**config.mk**
```make
export PLATFORM = sky130hd
export DESIGN_NAME = bitmap_rank_select_engine
export DESIGN_NICKNAME = d
export VERILOG_FILES = /design/src/rtl/core/brse_pkg.sv /design/src/rtl/core/brse_ctrl.sv /design/src/rtl/core/brse_dp.sv /design/src/rtl/core/bitmap_rank_select_engine.sv
export SDC_FILE = /design/constraint.sdc
export NUM_CORES = 2
export LEC_CHECK = 0
export BUFFER_PORTS_ARGS = -buffer_cell sky130_fd_sc_hd__buf_2
export CORE_AREA = 2 2 375 377
export CTS_CLUSTER_SIZE = 20
export DETAILED_ROUTE_END_ITERATION = 10
export DIE_AREA = 0 0 377 379
export SLEW_MARGIN = 20
export SYNTH_ARGS = -nofsm -noshare
export SYNTH_HDL_FRONTEND = slang
export SYNTH_SLANG_ARGS = --single-unit
```
**constraint.sdc**
```tcl
create_clock -name clk -period 25.1 [get_ports clk]
set_clock_uncertainty 0.1 [all_clocks]
set_input_delay 1.255 -clock clk [delete_from_list [all_inputs] [get_ports clk]]
set_output_delay 1.255 -clock clk [all_outputs]
set_load 0.03 [all_outputs]
```
**src/rtl/core/brse_pkg.sv**
```systemverilog
// shared types, constants and codes for the bitmap rank/select engine
`timescale 1ns / 1ps

package brse_pkg;

  localparam int TOTAL_BITS_DEF = 1024;
  localparam int WORD_BITS_DEF  = 32;

  localparam int OP_W        = 3;
  localparam int IDX_W       = 10;
  localparam int RANK_W      = 11;
  localparam int CNT_W       = 11;
  localparam int IN_TDATA_W  = 32;
  localparam int OUT_TDATA_W = 24;

  // reciprocal scaling for the index split into word and bit
  localparam int RECIP_SHIFT = 20;

  typedef enum logic [OP_W-1:0] {
    OP_WRITE  = 3'd0,
    OP_READ   = 3'd1,
    OP_FIND   = 3'd2,
    OP_SELECT = 3'd3,
    OP_CLEAR  = 3'd4
  } op_t;

  typedef enum logic [3:0] {
    ST_CLEAR,
    ST_IDLE,
    ST_DIV,
    ST_MOD,
    ST_RD,
    ST_RMW,
    ST_SCAN,
    ST_SERIAL,
    ST_DONE
  } state_t;

  typedef struct packed {
    logic load;
    logic mod;
    logic rmw;
    logic sel_init;
    logic scan;
    logic serial;
    logic clr_start;
    logic clr;
    logic emit;
  } cmd_t;

  typedef struct packed {
    op_t  op;
    logic oob;
    logic sel_ok;
    logic scan_hit;
    logic scan_end;
    logic ser_hit;
    logic clr_last;
    logic out_free;
  } stat_t;

endpackage

```
**src/rtl/core/brse_ctrl.sv**
```systemverilog
// controller state machine of the bitmap rank/select engine
`timescale 1ns / 1ps

module brse_ctrl (
  input  logic           clk,
  input  logic           rst_n,
  input  logic           in_tvalid,
  output logic           in_tready,
  input  brse_pkg::stat_t st,
  output brse_pkg::cmd_t  cmd
);

  brse_pkg::state_t state_r, state_nxt;
  logic             clr_item_r, clr_item_nxt;

  always_ff @(posedge clk) begin
    if (!rst_n) begin
      state_r    <= brse_pkg::ST_CLEAR;
      clr_item_r <= 1'b0;
    end else begin
      state_r    <= state_nxt;
      clr_item_r <= clr_item_nxt;
    end
  end

  always_comb begin
    state_nxt    = state_r;
    clr_item_nxt = clr_item_r;
    cmd          = '0;
    in_tready    = 1'b0;
    unique case (state_r)
      brse_pkg::ST_CLEAR: begin
        cmd.clr = 1'b1;
        if (st.clr_last) begin
          state_nxt    = clr_item_r ? brse_pkg::ST_DONE : brse_pkg::ST_IDLE;
          clr_item_nxt = 1'b0;
        end
      end
      brse_pkg::ST_IDLE: begin
        in_tready = 1'b1;
        if (in_tvalid) begin
          cmd.load  = 1'b1;
          state_nxt = brse_pkg::ST_DIV;
        end
      end
      brse_pkg::ST_DIV: begin
        unique case (st.op) inside
          brse_pkg::OP_WRITE, brse_pkg::OP_READ, brse_pkg::OP_FIND: begin
            state_nxt = brse_pkg::ST_MOD;
          end
          brse_pkg::OP_SELECT: begin
            if (st.sel_ok) begin
              cmd.sel_init = 1'b1;
              state_nxt    = brse_pkg::ST_SCAN;
            end else begin
              state_nxt = brse_pkg::ST_DONE;
            end
          end
          brse_pkg::OP_CLEAR: begin
            cmd.clr_start = 1'b1;
            clr_item_nxt  = 1'b1;
            state_nxt     = brse_pkg::ST_CLEAR;
          end
          default: begin
            state_nxt = brse_pkg::ST_DONE;
          end
        endcase
      end
      brse_pkg::ST_MOD: begin
        cmd.mod = 1'b1;
        if (st.oob) begin
          state_nxt = brse_pkg::ST_DONE;
        end else if (st.op == brse_pkg::OP_FIND) begin
          state_nxt = brse_pkg::ST_SCAN;
        end else begin
          state_nxt = brse_pkg::ST_RD;
        end
      end
      brse_pkg::ST_RD: begin
        state_nxt = brse_pkg::ST_RMW;
      end
      brse_pkg::ST_RMW: begin
        cmd.rmw   = 1'b1;
        state_nxt = brse_pkg::ST_DONE;
      end
      brse_pkg::ST_SCAN: begin
        cmd.scan = 1'b1;
        if (st.scan_hit) begin
          state_nxt = (st.op == brse_pkg::OP_SELECT) ? brse_pkg::ST_SERIAL
                                                     : brse_pkg::ST_DONE;
        end else if (st.scan_end) begin
          state_nxt = brse_pkg::ST_DONE;
        end
      end
      brse_pkg::ST_SERIAL: begin
        cmd.serial = 1'b1;
        if (st.ser_hit) begin
          state_nxt = brse_pkg::ST_DONE;
        end
      end
      brse_pkg::ST_DONE: begin
        if (st.out_free) begin
          cmd.emit  = 1'b1;
          state_nxt = brse_pkg::ST_IDLE;
        end
      end
      default: begin
        state_nxt = brse_pkg::ST_IDLE;
      end
    endcase
  end

endmodule

```
**src/rtl/core/brse_dp.sv**
```systemverilog
// datapath of the bitmap rank/select engine: word memory, scan, count, output register
`timescale 1ns / 1ps

module brse_dp #(
  parameter int TOTAL_BITS = brse_pkg::TOTAL_BITS_DEF,
  parameter int WORD_BITS  = brse_pkg::WORD_BITS_DEF
) (
  input  logic                             clk,
  input  logic                             rst_n,
  input  logic [brse_pkg::IN_TDATA_W-1:0]  in_data,
  input  brse_pkg::cmd_t                   cmd,
  output brse_pkg::stat_t                  st,
  output logic                             out_tvalid,
  input  logic                             out_tready,
  output logic [brse_pkg::OUT_TDATA_W-1:0] out_data
);

  localparam int WordCount = (TOTAL_BITS + WORD_BITS - 1) / WORD_BITS;
  localparam int AddrW     = (WordCount > 1) ? $clog2(WordCount) : 1;
  localparam int ScanW     = $clog2(WordCount + 1);
  localparam int BitW      = $clog2(WORD_BITS);
  localparam int PosW      = $clog2(WordCount * WORD_BITS + 1);
  localparam int CntW      = $clog2(TOTAL_BITS + 1);
  localparam int Recip     = (1 << brse_pkg::RECIP_SHIFT) / WORD_BITS;
  localparam int ProdW     = brse_pkg::IDX_W + brse_pkg::RECIP_SHIFT + 1;
  localparam int IdxW      = brse_pkg::IDX_W;

  logic [WORD_BITS-1:0] mem [WordCount];
  logic [WORD_BITS-1:0] rdata_r;

  brse_pkg::op_t             op_r;
  logic [IdxW-1:0]           idx_r;
  logic                      val_r;
  logic [brse_pkg::RANK_W-1:0] rank_r;
  logic [IdxW-1:0]           qest_r;
  logic [AddrW-1:0]          word_r;
  logic [BitW-1:0]           bit_r;
  logic [ScanW-1:0]          scan_addr_r;
  logic [PosW-1:0]           scan_base_r;
  logic                      scan_first_r;
  logic                      rvld_r;
  logic [PosW-1:0]           rbase_r;
  logic                      rfirst_r;
  logic                      rlast_r;
  logic [CntW-1:0]           remain_r;
  logic [WORD_BITS-1:0]      shift_r;
  logic [PosW-1:0]           shift_pos_r;
  logic [CntW-1:0]           count_r;
  logic                      res_bit_r;
  logic                      res_found_r;
  logic [PosW-1:0]           res_index_r;
  logic                      out_vld_r;
  logic [brse_pkg::OUT_TDATA_W-1:0] out_data_r;
  logic [AddrW-1:0]          clr_addr_r;

  logic [ProdW-1:0]     prod;
  logic [IdxW-1:0]      qw;
  logic [IdxW-1:0]      rem;
  logic                 rem_ge;
  logic [IdxW-1:0]      word_q;
  logic [IdxW-1:0]      bit_q;
  logic [IdxW-1:0]      base_q;
  logic                 oob;
  logic [AddrW-1:0]     rd_addr;
  logic [WORD_BITS-1:0] first_mask;
  logic [WORD_BITS-1:0] masked;
  logic [BitW-1:0]      enc;
  logic [CntW-1:0]      pc;
  logic                 is_sel;
  logic                 scan_hit;
  logic                 ser_hit;
  logic                 old_bit;
  logic [WORD_BITS-1:0] wword;
  logic                 bit_change;
  logic                 clr_last;

  // index split into word and bit by reciprocal multiply and one correction
  assign prod   = ProdW'(idx_r) * ProdW'(Recip);
  assign qw     = IdxW'(qest_r * IdxW'(WORD_BITS));
  assign rem    = idx_r - qw;
  assign rem_ge = rem >= IdxW'(WORD_BITS);
  assign word_q = rem_ge ? qest_r + 1'b1 : qest_r;
  assign bit_q  = rem_ge ? rem - IdxW'(WORD_BITS) : rem;
  assign base_q = idx_r - bit_q;
  assign oob    = 32'(idx_r) >= 32'(TOTAL_BITS);

  assign rd_addr = cmd.scan ? AddrW'(scan_addr_r) : word_r;

  always_comb begin
    pc  = '0;
    enc = '0;
    for (int i = 0; i < WORD_BITS; i++) begin
      first_mask[i] = !rfirst_r || (BitW'(i) >= bit_r);
      pc = pc + CntW'(rdata_r[i]);
    end
    masked = rdata_r & first_mask;
    for (int i = WORD_BITS - 1; i >= 0; i--) begin
      if (masked[i]) enc = BitW'(i);
    end
  end

  assign is_sel     = (op_r == brse_pkg::OP_SELECT);
  assign scan_hit   = rvld_r && (is_sel ? (remain_r <= pc) : (masked != '0));
  assign ser_hit    = shift_r[0] && (remain_r == CntW'(1));
  assign old_bit    = rdata_r[bit_r];
  assign bit_change = cmd.rmw && (op_r == brse_pkg::OP_WRITE) && (old_bit != val_r);
  assign clr_last   = clr_addr_r == AddrW'(WordCount - 1);

  always_comb begin
    wword        = rdata_r;
    wword[bit_r] = val_r;
  end

  always_comb begin
    st.op       = op_r;
    st.oob      = oob;
    st.sel_ok   = (rank_r != '0) && (32'(rank_r) <= 32'(count_r));
    st.scan_hit = scan_hit;
    st.scan_end = rvld_r && rlast_r && !scan_hit;
    st.ser_hit  = ser_hit;
    st.clr_last = clr_last;
    st.out_free = !out_vld_r || out_tready;
  end

  // word memory, one write and one registered read per cycle
  always_ff @(posedge clk) begin
    if (cmd.clr) begin
      mem[clr_addr_r] <= '0;
    end else if (bit_change) begin
      mem[word_r] <= wword;
    end
    rdata_r <= mem[rd_addr];
  end

  // control state
  always_ff @(posedge clk) begin
    if (!rst_n) begin
      count_r    <= '0;
      rvld_r     <= 1'b0;
      out_vld_r  <= 1'b0;
      clr_addr_r <= '0;
    end else begin
      if (cmd.clr && clr_last) begin
        count_r <= '0;
      end else if (bit_change) begin
        count_r <= val_r ? count_r + 1'b1 : count_r - 1'b1;
      end
      rvld_r <= cmd.scan && (32'(scan_addr_r) < WordCount);
      if (cmd.emit) begin
        out_vld_r <= 1'b1;
      end else if (out_tready) begin
        out_vld_r <= 1'b0;
      end
      if (cmd.clr_start) begin
        clr_addr_r <= '0;
      end else if (cmd.clr) begin
        clr_addr_r <= clr_addr_r + 1'b1;
      end
    end
  end

  // item, scan and result payload
  always_ff @(posedge clk) begin
    qest_r   <= prod[brse_pkg::RECIP_SHIFT +: IdxW];
    rbase_r  <= scan_base_r;
    rfirst_r <= scan_first_r;
    rlast_r  <= 32'(scan_addr_r) == WordCount - 1;

    if (cmd.load) begin
      op_r        <= brse_pkg::op_t'(in_data[2:0]);
      idx_r       <= in_data[12:3];
      val_r       <= in_data[13];
      rank_r      <= in_data[24:14];
      res_bit_r   <= 1'b0;
      res_found_r <= 1'b0;
      res_index_r <= '0;
    end

    if (cmd.mod) begin
      word_r       <= AddrW'(word_q);
      bit_r        <= BitW'(bit_q);
      scan_addr_r  <= ScanW'(word_q);
      scan_base_r  <= PosW'(base_q);
      scan_first_r <= 1'b1;
    end else if (cmd.sel_init) begin
      scan_addr_r  <= '0;
      scan_base_r  <= '0;
      scan_first_r <= 1'b0;
    end else if (cmd.scan) begin
      scan_addr_r  <= scan_addr_r + 1'b1;
      scan_base_r  <= scan_base_r + PosW'(WORD_BITS);
      scan_first_r <= 1'b0;
    end

    if (cmd.sel_init) begin
      remain_r <= CntW'(rank_r);
    end else if (cmd.scan && is_sel && rvld_r && !scan_hit) begin
      remain_r <= remain_r - pc;
    end else if (cmd.serial && shift_r[0]) begin
      remain_r <= remain_r - 1'b1;
    end

    if (cmd.scan && scan_hit && is_sel) begin
      shift_r     <= rdata_r;
      shift_pos_r <= rbase_r;
    end else if (cmd.serial) begin
      shift_r     <= shift_r >> 1;
      shift_pos_r <= shift_pos_r + 1'b1;
    end

    if (cmd.rmw && (op_r == brse_pkg::OP_READ)) begin
      res_bit_r <= old_bit;
    end
    if (cmd.scan && scan_hit && !is_sel) begin
      res_found_r <= 1'b1;
      res_index_r <= rbase_r + PosW'(enc);
    end else if (cmd.serial && ser_hit) begin
      res_found_r <= 1'b1;
      res_index_r <= shift_pos_r;
    end

    if (cmd.emit) begin
      out_data_r <= {1'b0, brse_pkg::CNT_W'(count_r), IdxW'(res_index_r),
                     res_found_r, res_bit_r};
    end
  end

  assign out_tvalid = out_vld_r;
  assign out_data   = out_data_r;

endmodule

```
**src/rtl/core/bitmap_rank_select_engine.sv**
```systemverilog
// top level of the bitmap rank/select engine
//
// input beats on in_t*: one operation per beat (write, read, find-next, select, clear).
// result beats on out_t*: exactly one per input beat, in order, each with the set count.
// one item is in work at a time; the next beat is taken once the result is
// parked in the output register, even while that register still waits.
// steps from accept to out_tvalid, by operation:
//   write, read: index split, word read, read-modify-write, result
//   find-next:   index split, then one memory word read per cycle to a hit or the end
//   select:      rank check, word scan by popcount then
//                a bit-serial walk through the located word
//   clear-all:   one word zeroed per cycle over the whole memory
//   others:      straight to the result
// the one-read-per-cycle word memory and the scan loop over it set the pace of find-next and select
// reset: rst_n low clears the count, then a sweep zeroes the memory
// with in_tready low; a held-off receiver stalls the block in its final step
`timescale 1ns / 1ps

module bitmap_rank_select_engine #(
  parameter int TOTAL_BITS = brse_pkg::TOTAL_BITS_DEF,
  parameter int WORD_BITS  = brse_pkg::WORD_BITS_DEF
) (
  input  logic                             clk,
  input  logic                             rst_n,
  input  logic                             in_tvalid,
  output logic                             in_tready,
  // operation[2:0], bit_index[12:3], bit_value[13], rank[24:14], zero fill
  input  logic [brse_pkg::IN_TDATA_W-1:0]  in_tdata,
  output logic                             out_tvalid,
  input  logic                             out_tready,
  // bit_out[0], found[1], found_index[11:2], total_set[22:12], zero fill
  output logic [brse_pkg::OUT_TDATA_W-1:0] out_tdata
);

  brse_pkg::cmd_t  cmd;
  brse_pkg::stat_t st;

  brse_ctrl u_ctrl (
    .clk       (clk),
    .rst_n     (rst_n),
    .in_tvalid (in_tvalid),
    .in_tready (in_tready),
    .st        (st),
    .cmd       (cmd)
  );

  brse_dp #(
    .TOTAL_BITS (TOTAL_BITS),
    .WORD_BITS  (WORD_BITS)
  ) u_dp (
    .clk        (clk),
    .rst_n      (rst_n),
    .in_data    (in_tdata),
    .cmd        (cmd),
    .st         (st),
    .out_tvalid (out_tvalid),
    .out_tready (out_tready),
    .out_data   (out_tdata)
  );

endmodule

```
After elaboration in Yosys (flattened, before gate mapping)
Memory sizes are Yosys's and may differ from the RTL's. A register that Yosys moved wholly into a read port is not among the register bits. Index checks and enable logic that the tools add are counted.

RAM bits: 1024. Memories kept: 1. Bits in latches: 0. Output and inout bits: 26. ROM bits: 0. Input bits: 36. Logic and storage cells: 312. Register bits: 183.

Memories: u_dp.mem (words 32, bits a word 32, read ports 1, clocked after Yosys merged registers in 1, write ports 1, line brse_dp.sv:28) `logic [WORD_BITS-1:0] mem [WordCount];`.

Multiplexer cells: 102. Shifts and indexed selects: 0. Eq/ne operators: 22. $mul: 0. Magnitude comparators: 38. $add $sub $neg: 44. Div/mod/pow operators: 0. Bitwise logic cells: 2. Reduce and logical (&&, ||, !) cells: 76.

Operators by type and width (count): 11-bit by 1-bit adder with 11-bit output (30); 5-bit two-way mux (34); 32-bit two-way mux (3); 5-bit >= comparator (first input constant) (16); 10-bit two-way mux (7); 11-bit two-way mux (6); 4-bit by 5-bit >= comparator with 1-bit output (first input constant) (8); 4-bit two-way mux (9); 4-bit one-hot mux with 9 select lines (1); 1-bit logical OR (33); 32-bit AND (1); 32-bit bitwise mux (1); 1-bit two-way mux (32); 32-bit nonzero test (1); 32-bit OR reduction (1); 6-bit two-way mux (4); 11-bit by 1-bit adder with 11-bit output (second input constant) (2); 11-bit less-or-equal comparator (2); 11-bit by 1-bit subtractor with 11-bit output (second input constant) (2); 3-bit by 5-bit >= comparator with 1-bit output (first input constant) (4); 10-bit subtractor (2); 1-bit logical AND (19); 4-bit by 3-bit equality test with 1-bit output (second input constant) (4); 4-bit one-hot mux with 3 select lines (1); 42 further kinds (61).

Longest topological paths before layout
Word-level depth: 39. Depth in mapped cells: 27. Depth with buffers taken out: 25.

By module
A second synthesis with hierarchy kept.

Cell total of the unflattened synthesis: 3090. Area, all modules: 51205.4 µm².

By module, submodules not included: brse_dp (cells an instance 3025, area each 50674.9 µm², sequential area each 36024.6 µm², times used 1); brse_ctrl (cells an instance 65, area each 530.5 µm², sequential area each 100.1 µm², times used 1).

Worst setup path after synthesis
Ideal clock, no wire load.

Path kind: flip-flop to flip-flop. Start: register u_dp.rdata_r[0] (read register of u_dp.mem). End: register u_dp.shift_pos_r[0] (enable). Library setup time: 400 ps. Period minus slack after synthesis: 7924 ps. Data arrival time: 7424 ps. Required time: 24600 ps. Stages on the path, launching flop included: 26. Slack: 17176 ps. Buffers on the path: 2. Cells stage by stage: dfxtp_1 > ha_1 > inv_1 > fa_1 > inv_1 > fa_1 > fa_1 > fa_1 > fa_1 > inv_1 > fa_1 > fa_1 > fa_1 > o21ai_0 > a21oi_1 > xor2_1 > ha_1 > or2_2 > a211oi_1 > a31oi_1 > nand2_1 > nand4_1 > or2_2 > clkbuf_1 > clkbuf_1 > nand2_1.

Cells in the longest elaborated chain, start to end: 37.

RTL lines: start: declaration (line brse_dp.sv:29) `logic [WORD_BITS-1:0] rdata_r;`; 1-bit by 1-bit adder with 2-bit output (line brse_dp.sv:94) `pc = pc + CntW'(rdata_r[i]);`; 11-bit by 1-bit adder with 11-bit output (30 in a row) (line brse_dp.sv:94); 11-bit less-or-equal comparator (line brse_dp.sv:103) `assign scan_hit = rvld_r && (is_sel ? (remain_r <= pc) : (masked != '0));`; 1-bit two-way mux (*) (line brse_dp.sv:103); 1-bit logical AND (*) (line brse_dp.sv:103); 1-bit logical AND (*) (2 in a row) (line brse_dp.sv:203) `if (cmd.scan && scan_hit && is_sel) begin`; 2-bit nonzero test (no line) (*); end signal: assignment (line brse_dp.sv:205) `shift_pos_r <= rbase_r;`; end signal: assignment (line brse_dp.sv:208) `shift_pos_r <= shift_pos_r + 1'b1;`; end: declaration (line brse_dp.sv:47) `logic [PosW-1:0] shift_pos_r;`.

Every way passes the cells marked *; elsewhere a longest branch is shown, timed or not. A chain may end at the register's enable or synchronous reset.

Final worst setup path
Start: register u_dp.rdata_r[1] (read register of u_dp.mem). End: register u_dp.shift_r[22] (enable).

Cells in the longest elaborated chain, start to end: 37.

RTL lines: 1-bit by 1-bit adder with 2-bit output (line brse_dp.sv:94); 11-bit by 1-bit adder with 11-bit output (30 in a row) (line brse_dp.sv:94); 11-bit less-or-equal comparator (line brse_dp.sv:103); 1-bit two-way mux (*) (line brse_dp.sv:103); 1-bit logical AND (*) (line brse_dp.sv:103); 1-bit logical AND (*) (2 in a row) (line brse_dp.sv:203); 2-bit nonzero test (no line) (*); end signal: assignment (line brse_dp.sv:204) `shift_r <= rdata_r;`; end signal: assignment (line brse_dp.sv:207) `shift_r <= shift_r >> 1;`; end: declaration (line brse_dp.sv:46) `logic [WORD_BITS-1:0] shift_r;`.

Marked as above.

==> flow_metrics.py <==
metrics = {
    "timing": {
        "setup_viol": 0,
        "slew_violations": 0,
        "period_needed_ns": 8.27,
        "tns_ns": 0,
        "hold_viol": 0,
        "worstMarginPinSlew_ns": 1.12,
        "period_share_pct": 33.0,
        "rsz0062_at_grt": "false",
        "slew_headroom_pct": 24.6,
        "fmax_mhz": 121,
    },
    "cells_and_area": {
        "design_area_um2": 59400,
        "n_fill_cell": 12410,
        "drive_gt1_share_pct": 11.2,
        "area_growth_pct": 13.3,
        "multiInputGateArea_um2": 15400,
        "seq_area_um2": 36100,
        "nets": 4083,
        "antennaDiodeCount": 0,
        "fin_cells": 5878,
    },
    "clock_tree": {
        "cts_root_buffer": "clkbuf_16",
        "ctsResizeCount": 0,
        "h-tree-depth": 4,
        "cts_buffers": 133,
        "cts_setup_buffers": 0,
        "numClockSinks": 1226,
        "cts_hold_buf": 0,
        "clk_pin_slew_worst_paths_ns": 0.06,
        "cts_tree": "yes",
        "clock_latency_ns": 0.75,
        "clk_path_buf_depth": 3,
    },
    "detailed_routing": {
        "via_count": 33035,
        "finalWirelength_um": 141000,
        "dr.pass1.iters": 7,
        "dr.first_iter.drc_count": 3744,
        "wl_per_cell_um": 23.9,
        "ant_nets": 0,
        "route.detailed.drc": 0,
        "viasPerCell": 5.62,
    },
    "logic_synthesis": {
        "synth_edf_count": 1157,
        "ys.flop_type": "edfxtp_1",
        "syn_avg_cell_area_um2": 13.3,
        "ys_types": 101,
        "ys_ff_latch": 1226,
        "yosysSeqAreaShare_pct": 68.9,
        "yosysWarnings": 0,
        "synthArstFlopShare_pct": 0,
        "synth_area_um2": 52500,
        "syn_inst": 3951,
    },
    "worst_setup_path": {
        "path_delay_family": "adder cells",
        "crit_fanout": 53,
        "worstPathRequired_ns": 25.38,
        "crit_path_start_kind": "register",
        "crit_buf_inv": 3,
        "startpoint": "u_dp.rdata_r[1]",
        "reg2reg_slack_ns": 16.83,
        "crit_cells": 23,
        "r2r-start": "u_dp.rdata_r[1]",
        "crit_top_cell": "fa_1",
        "crit_arrival_ns": 8.56,
        "slowest_stage": "or2_2",
        "crit_path_end": "u_dp.shift_r[22]",
        "path_class": "register to register",
        "r2r_end": "u_dp.shift_r[22]",
        "ff2ff_path_depth": 23,
        "crit_path_max_incr_delay_ns": 0.72,
        "crit_path_end_kind": "register",
        "crit_chain": "ha_1 > inv_1 > fa_1 > inv_1 > fa_1 > fa_1 > fa_1 > fa_1 > inv_1 > fa_1 > fa_1 > fa_1 > o21ai_0 > a21oi_1 > xor2_1 > ha_1 > or2_2 > a211oi_1 > a31oi_1 > nand2_1 > nand4_1 > or2_2 > nand2_4",
    },
    "pwr": {
        "leakagePower_nw": 18.2,
        "power_density_nw_per_um2": 81.2,
        "peakVddDrop_uv": 86.8,
    },
    "global_routing": {
        "track_usage_pct": 19.4,
        "antenna_found_initial": 1,
        "grt_pass1_wl_um": 206000,
        "grt_pass1_vias": 31289,
        "grt_start_max_net_pins": 190,
        "overflow": 0,
    },
    "die": {
        "fp.dieH_um": 379,
        "chipWidth_um": 377,
        "io_pins": 62,
        "coreArea_um2": 139000,
        "core.rowCount": 137,
        "start_util_pct": 37.8,
        "die_area_um2": 143000,
    },
    "hold_path": {
        "hold_class": "register to register",
    },
    "outcome": {
        "status": "finished, final reports clean",
    },
    "run": {
        "maxCapViolations": 0,
    },
    "place": {
        "gp_congestion": 0.921,
        "hpwl_um": 71800,
        "portBuffers": 53,
        "place_inst": 5638,
        "dpl_cell_area_um2": 55000,
    },
}
## worst reg2reg max path, delay by kind of cell, from the launching register on
family	cells	cell delay, ns
adder cells (fa/ha/maj)	10	4.27
AND/OR/NAND/NOR	5	1.91
AO/OA/AOI/OAI	4	0.69
flip-flops	1	0.55
buffers and inverters	3	0.21
XOR/XNOR	1	0.15
## worst min-delay path by stage
stage          cells past startpoint            end              start  slack [ns]
2_1_floorplan                      0  u_dp.rfirst_r  u_dp.scan_first_r        0.23
3_3_place_gp                       0  u_dp.rfirst_r  u_dp.scan_first_r        0.24
3_5_place_dp                       0  u_dp.rfirst_r  u_dp.scan_first_r        0.24
4_1_cts                            0  u_dp.rfirst_r  u_dp.scan_first_r        0.25
5_1_grt                            0  u_dp.rfirst_r  u_dp.scan_first_r        0.26
6_report                           0  u_dp.rfirst_r  u_dp.scan_first_r        0.26
## synth_stat cells (9+ instances only)
| library cell | instances | area, µm² |
|---|---|---|
| a211oi_1 | 390 | 2930 |
| a21oi_1 | 72 | 360 |
| a22o_1 | 9 | 78.8 |
| a311oi_1 | 129 | 1130 |
| a31oi_1 | 142 | 888 |
| and2_0 | 16 | 100 |
| and2_1 | 247 | 1550 |
| buf_1 | 14 | 52.6 |
| buf_2 | 51 | 255 |
| clkbuf_1 | 185 | 694 |
| dfxtp_1 | 69 | 1380 |
| edfxtp_1 | 1157 | 34700 |
| fa_1 | 27 | 541 |
| ha_1 | 53 | 663 |
| inv_1 | 84 | 315 |
| mux2i_1 | 23 | 230 |
| nand2_1 | 685 | 2570 |
| nand2_2 | 9 | 56.3 |
| nand2b_1 | 9 | 56.3 |
| nand3_1 | 58 | 290 |
| nand4_1 | 16 | 100 |
| nor2_1 | 140 | 526 |
| nor2b_1 | 10 | 62.6 |
| nor3_1 | 31 | 155 |
| nor4_1 | 40 | 250 |
| o21ai_0 | 60 | 300 |
| xnor2_1 | 24 | 210 |
| xor2_1 | 34 | 298 |
## cell usage in the layout, fill, tap and decap left out, drive strengths merged, types with 34 or more instances in the layout
cell type	instances
a31oi	143
a211oi	390
nand3	58
ha	53
a311oi	131
nor4	47
nor2	144
edfxtp	1157
a21oi	76
xor2	34
and2	263
dfxtp	69
clkinv	44
nand2	694
buf	142
o21ai	68
inv	94
clkbuf	174
## registers in the layout (all words and copies together) (netlist names), 6 cells and up
signal / cells
u_dp.rank_r: 11
u_dp.idx_r: 10
u_dp.rdata_r: 32
u_dp.shift_r: 32
u_dp.shift_pos_r: 10
u_dp.res_index_r: 10
u_dp.mem: 1024
u_dp.remain_r: 11
u_dp.count_r: 11
u_dp.scan_addr_r: 6
u_dp.out_data: 23
## report_power, final
| part | internal [mW] | switching, mW | total (mW) |
|---|---|---|---|
| Combinational | 0.181 | 0.364 | 0.545 |
| Sequential | 2.33 | 0.0350 | 2.36 |
| Clock | 1.10 | 0.813 | 1.92 |
| Total | 3.61 | 1.21 | 4.82 |
## cells by family (layout without fill, tap and decap cells)
family / count (synthesis) / count (layout) / share of synthesized area (%)
adder cells (fa/ha/maj): 80 / 80 / 2.29
AO/OA/AOI/OAI: 882 / 882 / 12.2
flip-flops: 1226 / 1226 / 68.9
XOR/XNOR: 59 / 59 / 1.01
multiplexers: 37 / 37 / 0.937
AND/OR/NAND/NOR: 1318 / 1318 / 11.8
buffers and inverters: 348 / 467 / 2.80
other: 1 / 2 / 0.00715
## per-stage QoR
stage	utilization [%]	setup WS (ns)	hold slack, ns	power, mW
2_1_floorplan	-	17.18	0.230	2.75
3_3_place_gp	39.6	16.67	0.243	2.94
3_5_place_dp	39.6	16.54	0.245	2.95
4_1_cts	42.7	16.52	0.254	4.85
5_1_grt	42.8	16.34	0.262	5.00
6_report	42.8	16.83	0.258	4.82
## cell type report
| cell class | instances | share of cell area (%) |
|---|---|---|
| Inverter | 86 | 0.543 |
| Tap cell | 1807 | 3.81 |
| Multi-Input combinational cell | 2378 | 26.0 |
| Sequential cell | 1226 | 60.8 |
| Timing Repair Buffer | 142 | 1.66 |
| Clock inverter | 65 | 1.14 |
| Clock buffer | 174 | 6.06 |
## metal layers
metal  global-route usage (%)  vias up  wire length [µm]
met5                        0        -                 0
met4                     7.12        0              4530
met1                     26.4    16663             60800
li1                         -    15016                 -
met2                     31.6     1122             66500
met3                     2.73      234              8750
Note: power is estimated with default switching activity, not from simulation.
